<file path="src/rtl/dqph_pkg.sv">
// ----------------------------------------------------------------------------
// dqph_pkg
// types, offsets and hash functions shared by the dns query parser blocks
// ----------------------------------------------------------------------------
package dqph_pkg;

    localparam int unsigned NAME_CAP_DEF = 255;

    localparam logic [10:0] OFF_MAX        = 11'd2047;
    localparam logic [10:0] OFF_SRC_IP_LO  = 11'd12;
    localparam logic [10:0] OFF_SRC_IP_HI  = 11'd15;
    localparam logic [10:0] OFF_DST_IP_LO  = 11'd16;
    localparam logic [10:0] OFF_DST_IP_HI  = 11'd19;
    localparam logic [10:0] OFF_SRC_PORT   = 11'd20;
    localparam logic [10:0] OFF_DST_PORT   = 11'd22;
    localparam logic [10:0] OFF_QUERY_ID   = 11'd28;
    localparam logic [10:0] OFF_NAME_START = 11'd40;

    localparam logic [7:0] CHAR_DOT = 8'h2e;

    localparam logic REC_CHAR    = 1'b0;
    localparam logic REC_SUMMARY = 1'b1;

    typedef enum logic [1:0] {
        ST_OK        = 2'd0,
        ST_TOO_LONG  = 2'd1,
        ST_EARLY_END = 2'd2
    } t_status;

    typedef enum logic [2:0] {
        PH_HDR  = 3'b001,
        PH_NAME = 3'b010,
        PH_DONE = 3'b100
    } t_phase;

    typedef struct packed {
        logic        rec_type;
        logic [7:0]  name_char;
        logic [31:0] src_ip;
        logic [31:0] dst_ip;
        logic [15:0] src_port;
        logic [15:0] dst_port;
        logic [15:0] query_id;
        logic [15:0] name_hash;
        logic [7:0]  name_length;
        logic [1:0]  status;
    } t_result;

    function automatic logic [15:0] hash_mix(input logic [15:0] h, input logic [7:0] c);
        logic [15:0] s;
        logic [15:0] h1;
        logic [15:0] h2;
        s  = {{8{c[7]}}, c};
        h1 = h + s;
        h2 = h1 + (h1 << 10);
        return h2 ^ (h2 >> 6);
    endfunction

    function automatic logic [15:0] hash_final(input logic [15:0] h);
        logic [15:0] f1;
        logic [15:0] f2;
        f1 = h + (h << 3);
        f2 = f1 ^ (f1 >> 11);
        return f2 + (f2 << 15);
    endfunction

endpackage

</file>
<file path="src/rtl/dqph_in_if.sv">
// ----------------------------------------------------------------------------
// dqph_in_if
// packet byte channel with valid/ready handshake
// ----------------------------------------------------------------------------
interface dqph_in_if;
    logic       valid;
    logic       ready;
    logic [7:0] pkt_byte;
    logic       end_of_packet;

    modport source (output valid, output pkt_byte, output end_of_packet, input ready);
    modport sink   (input valid, input pkt_byte, input end_of_packet, output ready);
endinterface

</file>
<file path="src/rtl/dqph_out_if.sv">
// ----------------------------------------------------------------------------
// dqph_out_if
// result record channel with valid/ready handshake
// ----------------------------------------------------------------------------
interface dqph_out_if;
    logic        valid;
    logic        ready;
    logic        rec_type;
    logic [7:0]  name_char;
    logic [31:0] src_ip;
    logic [31:0] dst_ip;
    logic [15:0] src_port;
    logic [15:0] dst_port;
    logic [15:0] query_id;
    logic [15:0] name_hash;
    logic [7:0]  name_length;
    logic [1:0]  status;

    modport source (
        output valid, output rec_type, output name_char, output src_ip, output dst_ip,
        output src_port, output dst_port, output query_id, output name_hash,
        output name_length, output status, input ready
    );
    modport sink (
        input valid, input rec_type, input name_char, input src_ip, input dst_ip,
        input src_port, input dst_port, input query_id, input name_hash,
        input name_length, input status, output ready
    );
endinterface

</file>
<file path="src/rtl/dqph_parser.sv">
// ----------------------------------------------------------------------------
// dqph_parser
// header capture, label walk and running hash, one byte per accepted request
// ----------------------------------------------------------------------------
module dqph_parser #(
    parameter int unsigned NAME_CAP = dqph_pkg::NAME_CAP_DEF
) (
    input  logic              i_clk,
    input  logic              i_rst_n,
    input  logic              i_accept,
    input  logic [7:0]        i_pkt_byte,
    input  logic              i_end_of_packet,
    output logic              o_res_valid,
    output dqph_pkg::t_result o_res
);
    import dqph_pkg::*;

    localparam logic [7:0] CAP = 8'(NAME_CAP);

    t_phase      r_phase,  n_phase;
    logic [10:0] r_off,    n_off;
    logic [7:0]  r_lab,    n_lab;
    logic        r_first,  n_first;
    logic [31:0] r_sa,     n_sa;
    logic [31:0] r_da,     n_da;
    logic [15:0] r_sp,     n_sp;
    logic [15:0] r_dp,     n_dp;
    logic [15:0] r_id,     n_id;
    logic [15:0] r_hash,   n_hash;
    logic        r_stop,   n_stop;
    logic [7:0]  r_kept,   n_kept;
    logic        r_tl,     n_tl;

    logic        name_act;
    logic        has_char;
    logic [7:0]  c;
    logic        summary;
    t_status     sum_status;

    always_comb begin
        n_phase  = r_phase;
        n_lab    = r_lab;
        n_first  = r_first;
        n_sa     = r_sa;
        n_da     = r_da;
        n_sp     = r_sp;
        n_dp     = r_dp;
        n_id     = r_id;
        n_hash   = r_hash;
        n_stop   = r_stop;
        n_kept   = r_kept;
        n_tl     = r_tl;
        n_off    = (r_off != OFF_MAX) ? r_off + 11'd1 : r_off;
        name_act = 1'b0;
        has_char = 1'b0;
        c        = '0;
        summary  = 1'b0;
        sum_status = ST_OK;
        o_res_valid = 1'b0;

        case (r_phase)
            PH_HDR: begin
                if (r_off >= OFF_SRC_IP_LO && r_off <= OFF_SRC_IP_HI) begin
                    n_sa = {r_sa[23:0], i_pkt_byte};
                end else if (r_off >= OFF_DST_IP_LO && r_off <= OFF_DST_IP_HI) begin
                    n_da = {r_da[23:0], i_pkt_byte};
                end else if (r_off[10:1] == OFF_SRC_PORT[10:1]) begin
                    n_sp = {r_sp[7:0], i_pkt_byte};
                end else if (r_off[10:1] == OFF_DST_PORT[10:1]) begin
                    n_dp = {r_dp[7:0], i_pkt_byte};
                end else if (r_off[10:1] == OFF_QUERY_ID[10:1]) begin
                    n_id = {r_id[7:0], i_pkt_byte};
                end else if (r_off >= OFF_NAME_START) begin
                    n_phase  = PH_NAME;
                    name_act = 1'b1;
                end
            end
            PH_NAME: begin
                name_act = 1'b1;
            end
            default: begin
                name_act = 1'b0;
            end
        endcase

        if (name_act) begin
            if (r_lab == 8'd0 && i_pkt_byte == 8'd0) begin
                summary    = 1'b1;
                sum_status = r_tl ? ST_TOO_LONG : ST_OK;
                n_phase    = PH_DONE;
            end else if (!i_end_of_packet) begin
                if (r_lab != 8'd0) begin
                    c        = i_pkt_byte;
                    has_char = 1'b1;
                    n_lab    = r_lab - 8'd1;
                end else begin
                    n_lab   = i_pkt_byte;
                    c       = CHAR_DOT;
                    has_char = r_first;
                    n_first = 1'b1;
                end
                if (has_char) begin
                    if (r_kept < CAP) begin
                        n_kept      = r_kept + 8'd1;
                        o_res_valid = 1'b1;
                        if (!r_stop) begin
                            if (c == 8'd0) begin
                                n_stop = 1'b1;
                            end else begin
                                n_hash = hash_mix(r_hash, c);
                            end
                        end
                    end else begin
                        n_tl = 1'b1;
                    end
                end
            end
        end

        if (i_end_of_packet && !summary && !o_res_valid && r_phase != PH_DONE) begin
            summary    = 1'b1;
            sum_status = ST_EARLY_END;
        end

        if (summary) begin
            o_res_valid = 1'b1;
        end

        o_res             = '0;
        o_res.rec_type    = summary ? REC_SUMMARY : REC_CHAR;
        if (summary) begin
            o_res.src_ip      = n_sa;
            o_res.dst_ip      = n_da;
            o_res.src_port    = n_sp;
            o_res.dst_port    = n_dp;
            o_res.query_id    = n_id;
            o_res.name_hash   = hash_final(r_hash);
            o_res.name_length = n_kept;
            o_res.status      = sum_status;
        end else begin
            o_res.name_char   = c;
        end

        o_res_valid = o_res_valid & i_accept;
    end

    always_ff @(posedge i_clk) begin
        if (!i_rst_n || (i_accept && i_end_of_packet)) begin
            r_phase <= PH_HDR;
            r_off   <= '0;
            r_lab   <= '0;
            r_first <= 1'b0;
            r_sa    <= '0;
            r_da    <= '0;
            r_sp    <= '0;
            r_dp    <= '0;
            r_id    <= '0;
            r_hash  <= '0;
            r_stop  <= 1'b0;
            r_kept  <= '0;
            r_tl    <= 1'b0;
        end else if (i_accept) begin
            r_phase <= n_phase;
            r_off   <= n_off;
            r_lab   <= n_lab;
            r_first <= n_first;
            r_sa    <= n_sa;
            r_da    <= n_da;
            r_sp    <= n_sp;
            r_dp    <= n_dp;
            r_id    <= n_id;
            r_hash  <= n_hash;
            r_stop  <= n_stop;
            r_kept  <= n_kept;
            r_tl    <= n_tl;
        end
    end

endmodule

</file>
<file path="src/rtl/dqph_out_reg.sv">
// ----------------------------------------------------------------------------
// dqph_out_reg
// result register between the parser and the output channel
// ----------------------------------------------------------------------------
module dqph_out_reg (
    input  logic              i_clk,
    input  logic              i_rst_n,
    input  logic              i_res_valid,
    input  dqph_pkg::t_result i_res,
    output logic              o_take,
    dqph_out_if.source        o_res
);
    import dqph_pkg::*;

    logic    r_valid;
    t_result r_data;

    assign o_take = !r_valid || o_res.ready;

    always_ff @(posedge i_clk) begin
        if (!i_rst_n) begin
            r_valid <= 1'b0;
        end else if (o_take) begin
            r_valid <= i_res_valid;
        end
    end

    always_ff @(posedge i_clk) begin
        if (o_take && i_res_valid) begin
            r_data <= i_res;
        end
    end

    assign o_res.valid       = r_valid;
    assign o_res.rec_type    = r_data.rec_type;
    assign o_res.name_char   = r_data.name_char;
    assign o_res.src_ip      = r_data.src_ip;
    assign o_res.dst_ip      = r_data.dst_ip;
    assign o_res.src_port    = r_data.src_port;
    assign o_res.dst_port    = r_data.dst_port;
    assign o_res.query_id    = r_data.query_id;
    assign o_res.name_hash   = r_data.name_hash;
    assign o_res.name_length = r_data.name_length;
    assign o_res.status      = r_data.status;

endmodule

</file>
<file path="src/rtl/dns_query_parse_hash.sv">
// ----------------------------------------------------------------------------
// dns_query_parse_hash
// streaming ipv4/udp dns query parser with query name walk and 16-bit hash
//
//   channel  dir  payload                                     records
//   i_req    in   pkt_byte, end_of_packet                     one byte each
//   o_res    out  rec_type, name_char, addresses, ports, id,  zero or one
//                 name_hash, name_length, status              per byte
//
// one byte per cycle unless stalled; parser state and result register are
// the only stages, so a result appears in the cycle after its byte is taken
// i_req.ready drops only while a result is held and o_res.ready is low
// synchronous active-low reset; parser state also clears after the last byte
// ----------------------------------------------------------------------------
module dns_query_parse_hash #(
    parameter int unsigned NAME_CAP = dqph_pkg::NAME_CAP_DEF
) (
    input  logic       i_clk,
    input  logic       i_rst_n,
    dqph_in_if.sink    i_req,
    dqph_out_if.source o_res
);
    import dqph_pkg::*;

    logic    take;
    logic    accept;
    logic    res_valid;
    t_result res;

    assign i_req.ready = take;
    assign accept      = i_req.valid && take;

    dqph_parser #(
        .NAME_CAP (NAME_CAP)
    ) u_parser (
        .i_clk           (i_clk),
        .i_rst_n         (i_rst_n),
        .i_accept        (accept),
        .i_pkt_byte      (i_req.pkt_byte),
        .i_end_of_packet (i_req.end_of_packet),
        .o_res_valid     (res_valid),
        .o_res           (res)
    );

    dqph_out_reg u_out_reg (
        .i_clk       (i_clk),
        .i_rst_n     (i_rst_n),
        .i_res_valid (res_valid),
        .i_res       (res),
        .o_take      (take),
        .o_res       (o_res)
    );

    a_stall_blocks_input: assert property (
        @(posedge i_clk) disable iff (!i_rst_n)
        (o_res.valid && !o_res.ready) |-> !i_req.ready
    ) else $error("request taken while result stalled");

    a_char_rec_clean: assert property (
        @(posedge i_clk) disable iff (!i_rst_n)
        (o_res.valid && o_res.rec_type == REC_CHAR) |->
            (o_res.name_length == 8'd0 && o_res.status == ST_OK && o_res.name_hash == 16'd0)
    ) else $error("character record carries summary fields");

    a_length_capped: assert property (
        @(posedge i_clk) disable iff (!i_rst_n)
        o_res.valid |-> (o_res.name_length <= 8'(NAME_CAP))
    ) else $error("name length beyond cap");

    a_result_follows_accept: assert property (
        @(posedge i_clk) disable iff (!i_rst_n)
        res_valid |-> accept
    ) else $error("result without accepted request");

endmodule
</file>
<file path="src/flat_wrapper.sv">
// flat-port wrapper written by rule: the top's interface ports become plain ports
module dns_query_parse_hash_flat import dqph_pkg::*;
#(
    parameter int unsigned NAME_CAP = dqph_pkg::NAME_CAP_DEF
)
  (i_clk, i_rst_n, i_req_valid, i_req_pkt_byte, i_req_end_of_packet, i_req_ready, o_res_valid, o_res_rec_type, o_res_name_char, o_res_src_ip, o_res_dst_ip, o_res_src_port, o_res_dst_port, o_res_query_id, o_res_name_hash, o_res_name_length, o_res_status, o_res_ready);
  dqph_in_if i_req_i ();
  dqph_out_if o_res_i ();
  input  logic i_clk;
  input  logic i_rst_n;
  input wire logic [$bits(i_req_i.valid)-1:0] i_req_valid;
  input wire logic [$bits(i_req_i.pkt_byte)-1:0] i_req_pkt_byte;
  input wire logic [$bits(i_req_i.end_of_packet)-1:0] i_req_end_of_packet;
  output wire logic [$bits(i_req_i.ready)-1:0] i_req_ready;
  output wire logic [$bits(o_res_i.valid)-1:0] o_res_valid;
  output wire logic [$bits(o_res_i.rec_type)-1:0] o_res_rec_type;
  output wire logic [$bits(o_res_i.name_char)-1:0] o_res_name_char;
  output wire logic [$bits(o_res_i.src_ip)-1:0] o_res_src_ip;
  output wire logic [$bits(o_res_i.dst_ip)-1:0] o_res_dst_ip;
  output wire logic [$bits(o_res_i.src_port)-1:0] o_res_src_port;
  output wire logic [$bits(o_res_i.dst_port)-1:0] o_res_dst_port;
  output wire logic [$bits(o_res_i.query_id)-1:0] o_res_query_id;
  output wire logic [$bits(o_res_i.name_hash)-1:0] o_res_name_hash;
  output wire logic [$bits(o_res_i.name_length)-1:0] o_res_name_length;
  output wire logic [$bits(o_res_i.status)-1:0] o_res_status;
  input wire logic [$bits(o_res_i.ready)-1:0] o_res_ready;
  assign i_req_i.valid = i_req_valid;
  assign i_req_i.pkt_byte = i_req_pkt_byte;
  assign i_req_i.end_of_packet = i_req_end_of_packet;
  assign i_req_ready = i_req_i.ready;
  assign o_res_valid = o_res_i.valid;
  assign o_res_rec_type = o_res_i.rec_type;
  assign o_res_name_char = o_res_i.name_char;
  assign o_res_src_ip = o_res_i.src_ip;
  assign o_res_dst_ip = o_res_i.dst_ip;
  assign o_res_src_port = o_res_i.src_port;
  assign o_res_dst_port = o_res_i.dst_port;
  assign o_res_query_id = o_res_i.query_id;
  assign o_res_name_hash = o_res_i.name_hash;
  assign o_res_name_length = o_res_i.name_length;
  assign o_res_status = o_res_i.status;
  assign o_res_i.ready = o_res_ready;
  dns_query_parse_hash #(.NAME_CAP(NAME_CAP)) u_core (.i_clk(i_clk), .i_rst_n(i_rst_n), .i_req(i_req_i), .o_res(o_res_i));
endmodule
</file>
<file path="config.mk">
export PLATFORM = sky130hd
export DESIGN_NAME = dns_query_parse_hash_flat
export DESIGN_NICKNAME = d
export VERILOG_FILES = /design/src/rtl/dqph_pkg.sv /design/src/rtl/dqph_in_if.sv /design/src/rtl/dqph_out_if.sv /design/src/rtl/dqph_parser.sv /design/src/rtl/dqph_out_reg.sv /design/src/rtl/dns_query_parse_hash.sv /design/src/flat_wrapper.sv
export SDC_FILE = /design/constraint.sdc
export NUM_CORES = 1
export LEC_CHECK = 0
export BUFFER_PORTS_ARGS = -buffer_cell sky130_fd_sc_hd__buf_2
export CAP_MARGIN = 20
export CORE_UTILIZATION = 53
export CTS_CLUSTER_SIZE = 40
export DETAILED_ROUTE_END_ITERATION = 7
export PLACE_DENSITY_LB_ADDON = 0.15
export SLEW_MARGIN = 10
export SYNTH_ARGS = -nofsm -noshare
export SYNTH_HDL_FRONTEND = slang
export SYNTH_SLANG_ARGS = --single-unit
</file>
<file path="constraint.sdc">
create_clock -name i_clk -period 5.75 [get_ports i_clk]
set_clock_uncertainty 0.15 [all_clocks]
set_input_delay 0.8625 -clock i_clk [delete_from_list [all_inputs] [get_ports i_clk]]
set_output_delay 0.8625 -clock i_clk [all_outputs]
set_load 0.005 [all_outputs]
</file>
# --- After elaboration in Yosys (flattened, before gate mapping) ---
# Cells that the tools add are included.
op_classes:
  bitwise_logic: 11
  n_reduce_logical: 27
  order_cmp: 6
  addsub: 7
  mux: 66
  n_eq_ne: 7
op_table:
  columns: ["operator", "count"]
  rows:
  - ["$mux 16", 15]
  - ["$mux 32", 5]
  - ["$mux 8", 10]
  - ["$add 16x16->16", 4]
  - ["$eq 10x4->1 const B", 3]
  - ["$mux 3", 9]
  - ["$mux 1", 25]
  - ["$logic_not 8->1", 3]
  - ["$xor 16x10->16", 1]
  - ["$xor 16x5->16", 1]
  - ["$reduce_and 6->1", 2]
  - ["$add 11x1->11 const B", 1]
  - ["$ge 11x4->1 const B", 1]
  - ["$ge 11x5->1 const B", 1]
  - ["$ge 11x6->1 const B", 1]
  - ["$le 11x4->1 const B", 1]
  - ["$le 11x5->1 const B", 1]
  - ["$ne 11x11->1 const B", 1]
  - ["$logic_and 1x1->1", 9]
  - ["$add 8x1->8 const B", 1]
  - ["$lt 8x8->1 const B", 1]
  - ["$not 1->1", 8]
  - ["$reduce_and 8->1", 1]
  - ["$reduce_bool 8->1", 1]
  - ["13 further kinds", 18]
word_totals:
  inputBits: 13
  out_inout_bits: 149
  ff_bits: 309
  word_cells: 149

# --- Logic depth before layout (Yosys ltp) ---
logic_depth:
  depth_word: 20
  depth_mapped: 24
  mapped_depth_nobuf: 23

# --- By module ---
# Synthesis repeated with hierarchy kept, for this count alone.
unflattened:
  cells_unflattened: 1518
  area_unflattened_um2: 14251.2
modules_own_cells:
  columns: ["module", "n_inst", "cells_each", "seq_area_each_um2", "area_each_um2"]
  rows:
  - ["dqph_parser", 1, 1365, 3223.1, 9773.1]
  - ["dqph_out_reg", 1, 152, 4434.3, 4471.8]
  - ["dns_query_parse_hash", 1, 1, 0.0, 6.3]

# --- Worst setup path after synthesis ---
# OpenSTA, ideal clock, no wires.
synth_path:
  kind: "input-to-reg"
  from: "in i_req_pkt_byte[0]"
  to: "reg u_core.u_out_reg.r_data (netlist bit u_core.u_out_reg.o_res.dst_ip[0]) (enable)"
  required_time_ns: 5.081
  path_stages: 7
  n_path_buf: 1
  arrival_time_ns: 5.260
  setup_time_ns: 0.519
  slack_ns: -0.180
  cell_sequence: "nor4_1 -> and2_1 -> nand2_1 -> o221a_2 -> buf_2 -> inv_2 -> o21a_1"
synth_between:
  elab_chain_cells: 12
  word_cells_on_any_way: 15
  cone_classes: "mux (6); bitwise (1); reduce/logical (8)"
synth_rtl:
  columns: ["item", "line_no", "rtl"]
  rows:
  - ["start: declaration", "flat_wrapper.sv:12", "input wire logic [$bits(i_req_i.pkt_byte)-1:0] i_req_pkt_byte;"]
  - ["$logic_not 8->1 (*)", "dqph_parser.sv:87", "if (r_lab == 8'd0 && i_pkt_byte == 8'd0) begin"]
  - ["$logic_and 1x1->1 (*)", "dqph_parser.sv:87", null]
  - ["$mux 1", "dqph_parser.sv:87", null]
  - ["$mux 1", "dqph_parser.sv:86", "if (name_act) begin"]
  - ["$logic_not 1->1", "dqph_parser.sv:120", "if (i_end_of_packet && !summary && !o_res_valid && r_phase != PH_DONE) begin"]
  - ["$logic_and 1x1->1 (3 in series)", "dqph_parser.sv:120", null]
  - ["$mux 1 (*)", "dqph_parser.sv:120", null]
  - ["via u_core.u_parser.summary", "dqph_parser.sv:37", "logic summary;"]
  - ["$mux 1 (*)", "dqph_parser.sv:125", "if (summary) begin"]
  - ["$and 1x1->1 (*)", "dqph_parser.sv:144", "o_res_valid = o_res_valid & i_accept;"]
  - ["$logic_and 1x1->1 (*)", "dqph_out_reg.sv:29", "if (o_take && i_res_valid) begin"]
  - ["end signal: assignment", "dqph_out_reg.sv:30", "r_data <= i_res;"]
  - ["end: declaration", "dqph_out_reg.sv:16", "t_result r_data;"]
# Mark *: on every way through the listed nets, which the timed path passes. The rest lies on a longest branch.
# A chain may end at the register's enable or synchronous reset.

# --- Worst setup path after layout ---
layout_path:
  from: "reg u_core.u_parser.r_lab[0]"
  to: "reg u_core.u_parser.r_hash[9]"
layout_between:
  elab_chain_cells: 8
  word_cells_on_any_way: 18
  cone_classes: "add/sub (2); mux (8); bitwise (3); reduce/logical (5)"
layout_rtl:
  columns: ["item", "line_no", "rtl"]
  rows:
  - ["start: declaration", "dqph_parser.sv:22", "logic [7:0] r_lab, n_lab;"]
  - ["start signal: assignment", "dqph_parser.sv:165", "r_lab <= n_lab;"]
  - ["$reduce_bool 8->1", "dqph_parser.sv:92", "if (r_lab != 8'd0) begin"]
  - ["$mux 8", "dqph_parser.sv:92", null]
  - ["$mux 8", "dqph_parser.sv:91", "end else if (!i_end_of_packet) begin"]
  - ["$mux 8", "dqph_parser.sv:87", null]
  - ["$mux 8", "dqph_parser.sv:86", null]
  - ["$add 16x16->16 or $logic_not 8->1 (tied branches)", "dqph_pkg.sv:54, dqph_parser.sv:107", null]
  - ["$add 16x16->16 or $not 1->1 (tied branches)", null, null]
  - ["$xor 16x10->16 or $reduce_and 8->1 (tied branches)", null, null]
  - ["end signal: assignment", "dqph_parser.sv:172", "r_hash <= n_hash;"]
  - ["end: declaration", "dqph_parser.sv:29", "logic [15:0] r_hash, n_hash;"]
# Parallel ways exist; a longest one is shown, timed or not. The select of a mux whose other input is x is not followed.

==> results.txt <==
vias in the first global route -> 10.1k
Final #Nets -> 1747
Switching Share -> 21.4%
post-cts resize count -> 0
startpoint types -> flip-flop
# DRC -> 0
latest clock arrival within the worst-skew pair -> 510 ps
Psw -> 1.01 mW
critical path data required time -> 5930 ps
most frequent cell after synthesis -> nand2_1
drt first pass iters -> 5
count of final hold-check violations -> 0
worst setup margin -> 652 ps
CTS Hold Buffers Added -> 0
Area after DPL -> 15100 um^2
RSZ-0062 raised after global routing -> false
Seq pwr share -> 50.4%
fin crit share -> 88.7%
first-pass GRT wire length -> 53000 um
Num CTS Buffers -> 34
IO Port Bufs -> 161
clock network fraction of design power -> 45.8%
Hold Crit Class -> reg2reg
final slew viol count -> 0
Sink Count -> 309
Final Critical Period -> 5100 ps
combinational share of power -> 3.7%
RD Place Congestion -> 0.895
multiplexer share of the synthesized area -> 0.791%
Die Ht -> 165 um
detailed placer's ending HPWL -> 21800 um
ys async rst share -> 0%
CTS tree -> built
postcts setup bufs -> 0
root buf cell -> clkbuf_16
Syn Std Cell Area -> 14100 um^2
simple-gate area share of the yosys netlist -> 20.6%
Post-synth EDFFs -> 147
placed cells -> 1989
Total GRT Usage -> 24.7%
Worst-Margin Slew -> 1100 ps
Die Span X -> 165 um
Routed wire per std cell -> 16.4 um
Vias -> 11.4k
largest net degree at the start of global routing -> 94
commonest cells in the netlist -> nand2_1, a21oi_1, dfxtp_1, edfxtp_1, nor2_1
Compound-Gate Fraction of Synth Area -> 13.6%
htree depth -> 2
CP Capture Type -> flip-flop
signal arrival time at the worst endpoint -> 5280 ps
status -> complete, no violations
xor/xnor cell area share of the yosys netlist -> 3.78%
setup violators final -> 0
Final Cell Area -> 16300 um^2
initial antenna violation count -> 1
Yosys reg bits -> 309
area share of the leading cell type in the synthesized netlist -> 31.4%
share of layout cells above drive strength 1 -> 14.5%
internal power -> 3.69 mW
syn_area_per_cell -> 8.96 um^2
Fin Hold WS -> 299 ps
die area -> 27200 um^2
Final TNS setup -> 0 ps
Max Cap Violations -> 0
row count -> 59
highest clock rate -> 196 MHz
worst vdd ir -> 175 uV
num ports -> 162
Final Util -> 62.4%
top cell type by total area after synthesis -> edfxtp_1
synth warn -> 0
ys flop type -> dfxtp_1
post-placement worst setup slack -> 728 ps
clock tree buffer depth -> 3
total congestion overflow -> 0
largest family of logic cells by synthesized area -> simple AND/OR/NAND/NOR gates
post-synthesis adder-cell area fraction -> 3.63%
Layout area overhead -> 15.5%
max_slew headroom -> 26.6%
Power, Total -> 4.70 mW
Synth area leaders -> edfxtp_1, dfxtp_1, nand2_1
Starting Density -> 54.0%
P_leak -> 5.85 nW
critical path class -> reg2reg
CP max FO -> 8
Syn Nets -> 1622
cells after synthesis -> 1570
register area share after synthesis -> 54.4%
post-synthesis cell type count -> 62
Via-to-Cell Ratio -> 5.57
antenna cells -> 0
1st-iter DRT viols -> 977
overall routed net length -> 33800 um
clock transition time at the flip-flop clock pins of the worst setup and hold paths -> 60 ps
ANT nets after route -> 0
fin cells -> 2054
CORE AREA -> 26100 um^2
PwrDens -> 289 nW/um^2
-- layout make-up --
class,count,area (um^2)
clock inverter,17,165
tap,335,419
multi-input combinational,1152,6020
inverter,19,71.3
clock buffer,43,936
timing repair buffer,179,993
fill,2202,9800
sequential,309,7660
-- cells by family (layout without fill, tap and decap cells) --
| kind of cell | count (synthesis) | after routing |
|---|---|---|
| xor+xnor | 59 | 59 |
| buf+inv | 109 | 258 |
| simple gates | 693 | 693 |
| compound gates | 350 | 350 |
| fa+ha+maj | 39 | 39 |
| flops | 309 | 309 |
| mux | 11 | 11 |
-- routing by layer --
layer	vias to the layer above	wire length [um]	GRT usage (%)
li1	5618	-	-
met1	5365	15200	35.7
met2	380	15500	38.2
met3	72	2350	3.97
met4	0	742	6.88
met5	-	0	0
-- final timing paths --
path	from	endpoint	slack, ps	cells after the start
max	u_core.u_parser.r_lab[0]	u_core.u_parser.r_hash[9]	650	22
min	u_core.u_parser.r_sp[12]	u_core.u_parser.r_sp[12]	300	2
max reg2reg	u_core.u_parser.r_lab[0]	u_core.u_parser.r_hash[9]	650	22
min reg2reg	u_core.u_parser.r_sp[12]	u_core.u_parser.r_sp[12]	300	2
-- worst max-delay path, cell delays in order (launching register included) --
cell,delay (ps)
dfxtp_1,320
inv_1,130
ha_1,280
or3b_1,510
o21ai_4,240
inv_1,190
ha_1,400
inv_2,60
or4_1,510
a21oi_1,220
o21ai_1,130
nand2b_1,100
a21oi_1,80
xnor2_1,130
ha_1,320
o21ai_1,90
o21bai_1,80
a21oi_1,250
xnor2_2,100
xnor2_1,240
xnor2_2,170
xnor2_1,150
a21oi_1,80
-- power by group through the flow --
stage	combinational [mW]	sequential, mW	clock (mW)
after floorplan	0.0759	2.42	0
after global placement	0.173	2.42	0
after detailed placement	0.174	2.42	0
after CTS	0.175	2.37	2.18
after global routing	0.192	2.37	2.27
final	0.175	2.37	2.15
-- flip-flops by register name, indices dropped and copies added (netlist names), 3 cells and up --
signal and cells:
u_core.u_out_reg.o_res.query_id 16, u_core.u_out_reg.o_res.dst_port 16, u_core.u_parser.r_id 16, u_core.u_parser.r_lab 8, u_core.u_out_reg.o_res.name_hash 16, u_core.u_out_reg.o_res.src_ip 32
u_core.u_out_reg.o_res.name_length 8, u_core.u_out_reg.o_res.dst_ip 32, u_core.u_parser.r_da 32, u_core.u_out_reg.o_res.src_port 16, u_core.u_parser.r_phase 3, u_core.u_parser.r_hash 16
u_core.u_out_reg.o_res.name_char 8, u_core.u_parser.r_sp 16, u_core.u_parser.r_dp 16, u_core.u_parser.r_kept 8, u_core.u_parser.r_off 11, u_core.u_parser.r_sa 32
-- layout by cell type (no fill, tap or decap), types with 13 or more instances in the layout --
cell,synthesis,layout
xor2_1,14,14
dfxtp_1,162,162
xnor2_1,43,43
buf_4,0,13
nand2_1,482,481
a211oi_1,13,13
o21ai_1,15,15
inv_1,16,16
a21oi_1,267,267
buf_2,23,161
nand3_1,18,18
nor2_1,97,97
ha_1,36,36
clkbuf_16,0,35
nor3_1,14,14
edfxtp_1,147,147
Note: power is estimated with default switching activity, not from simulation.
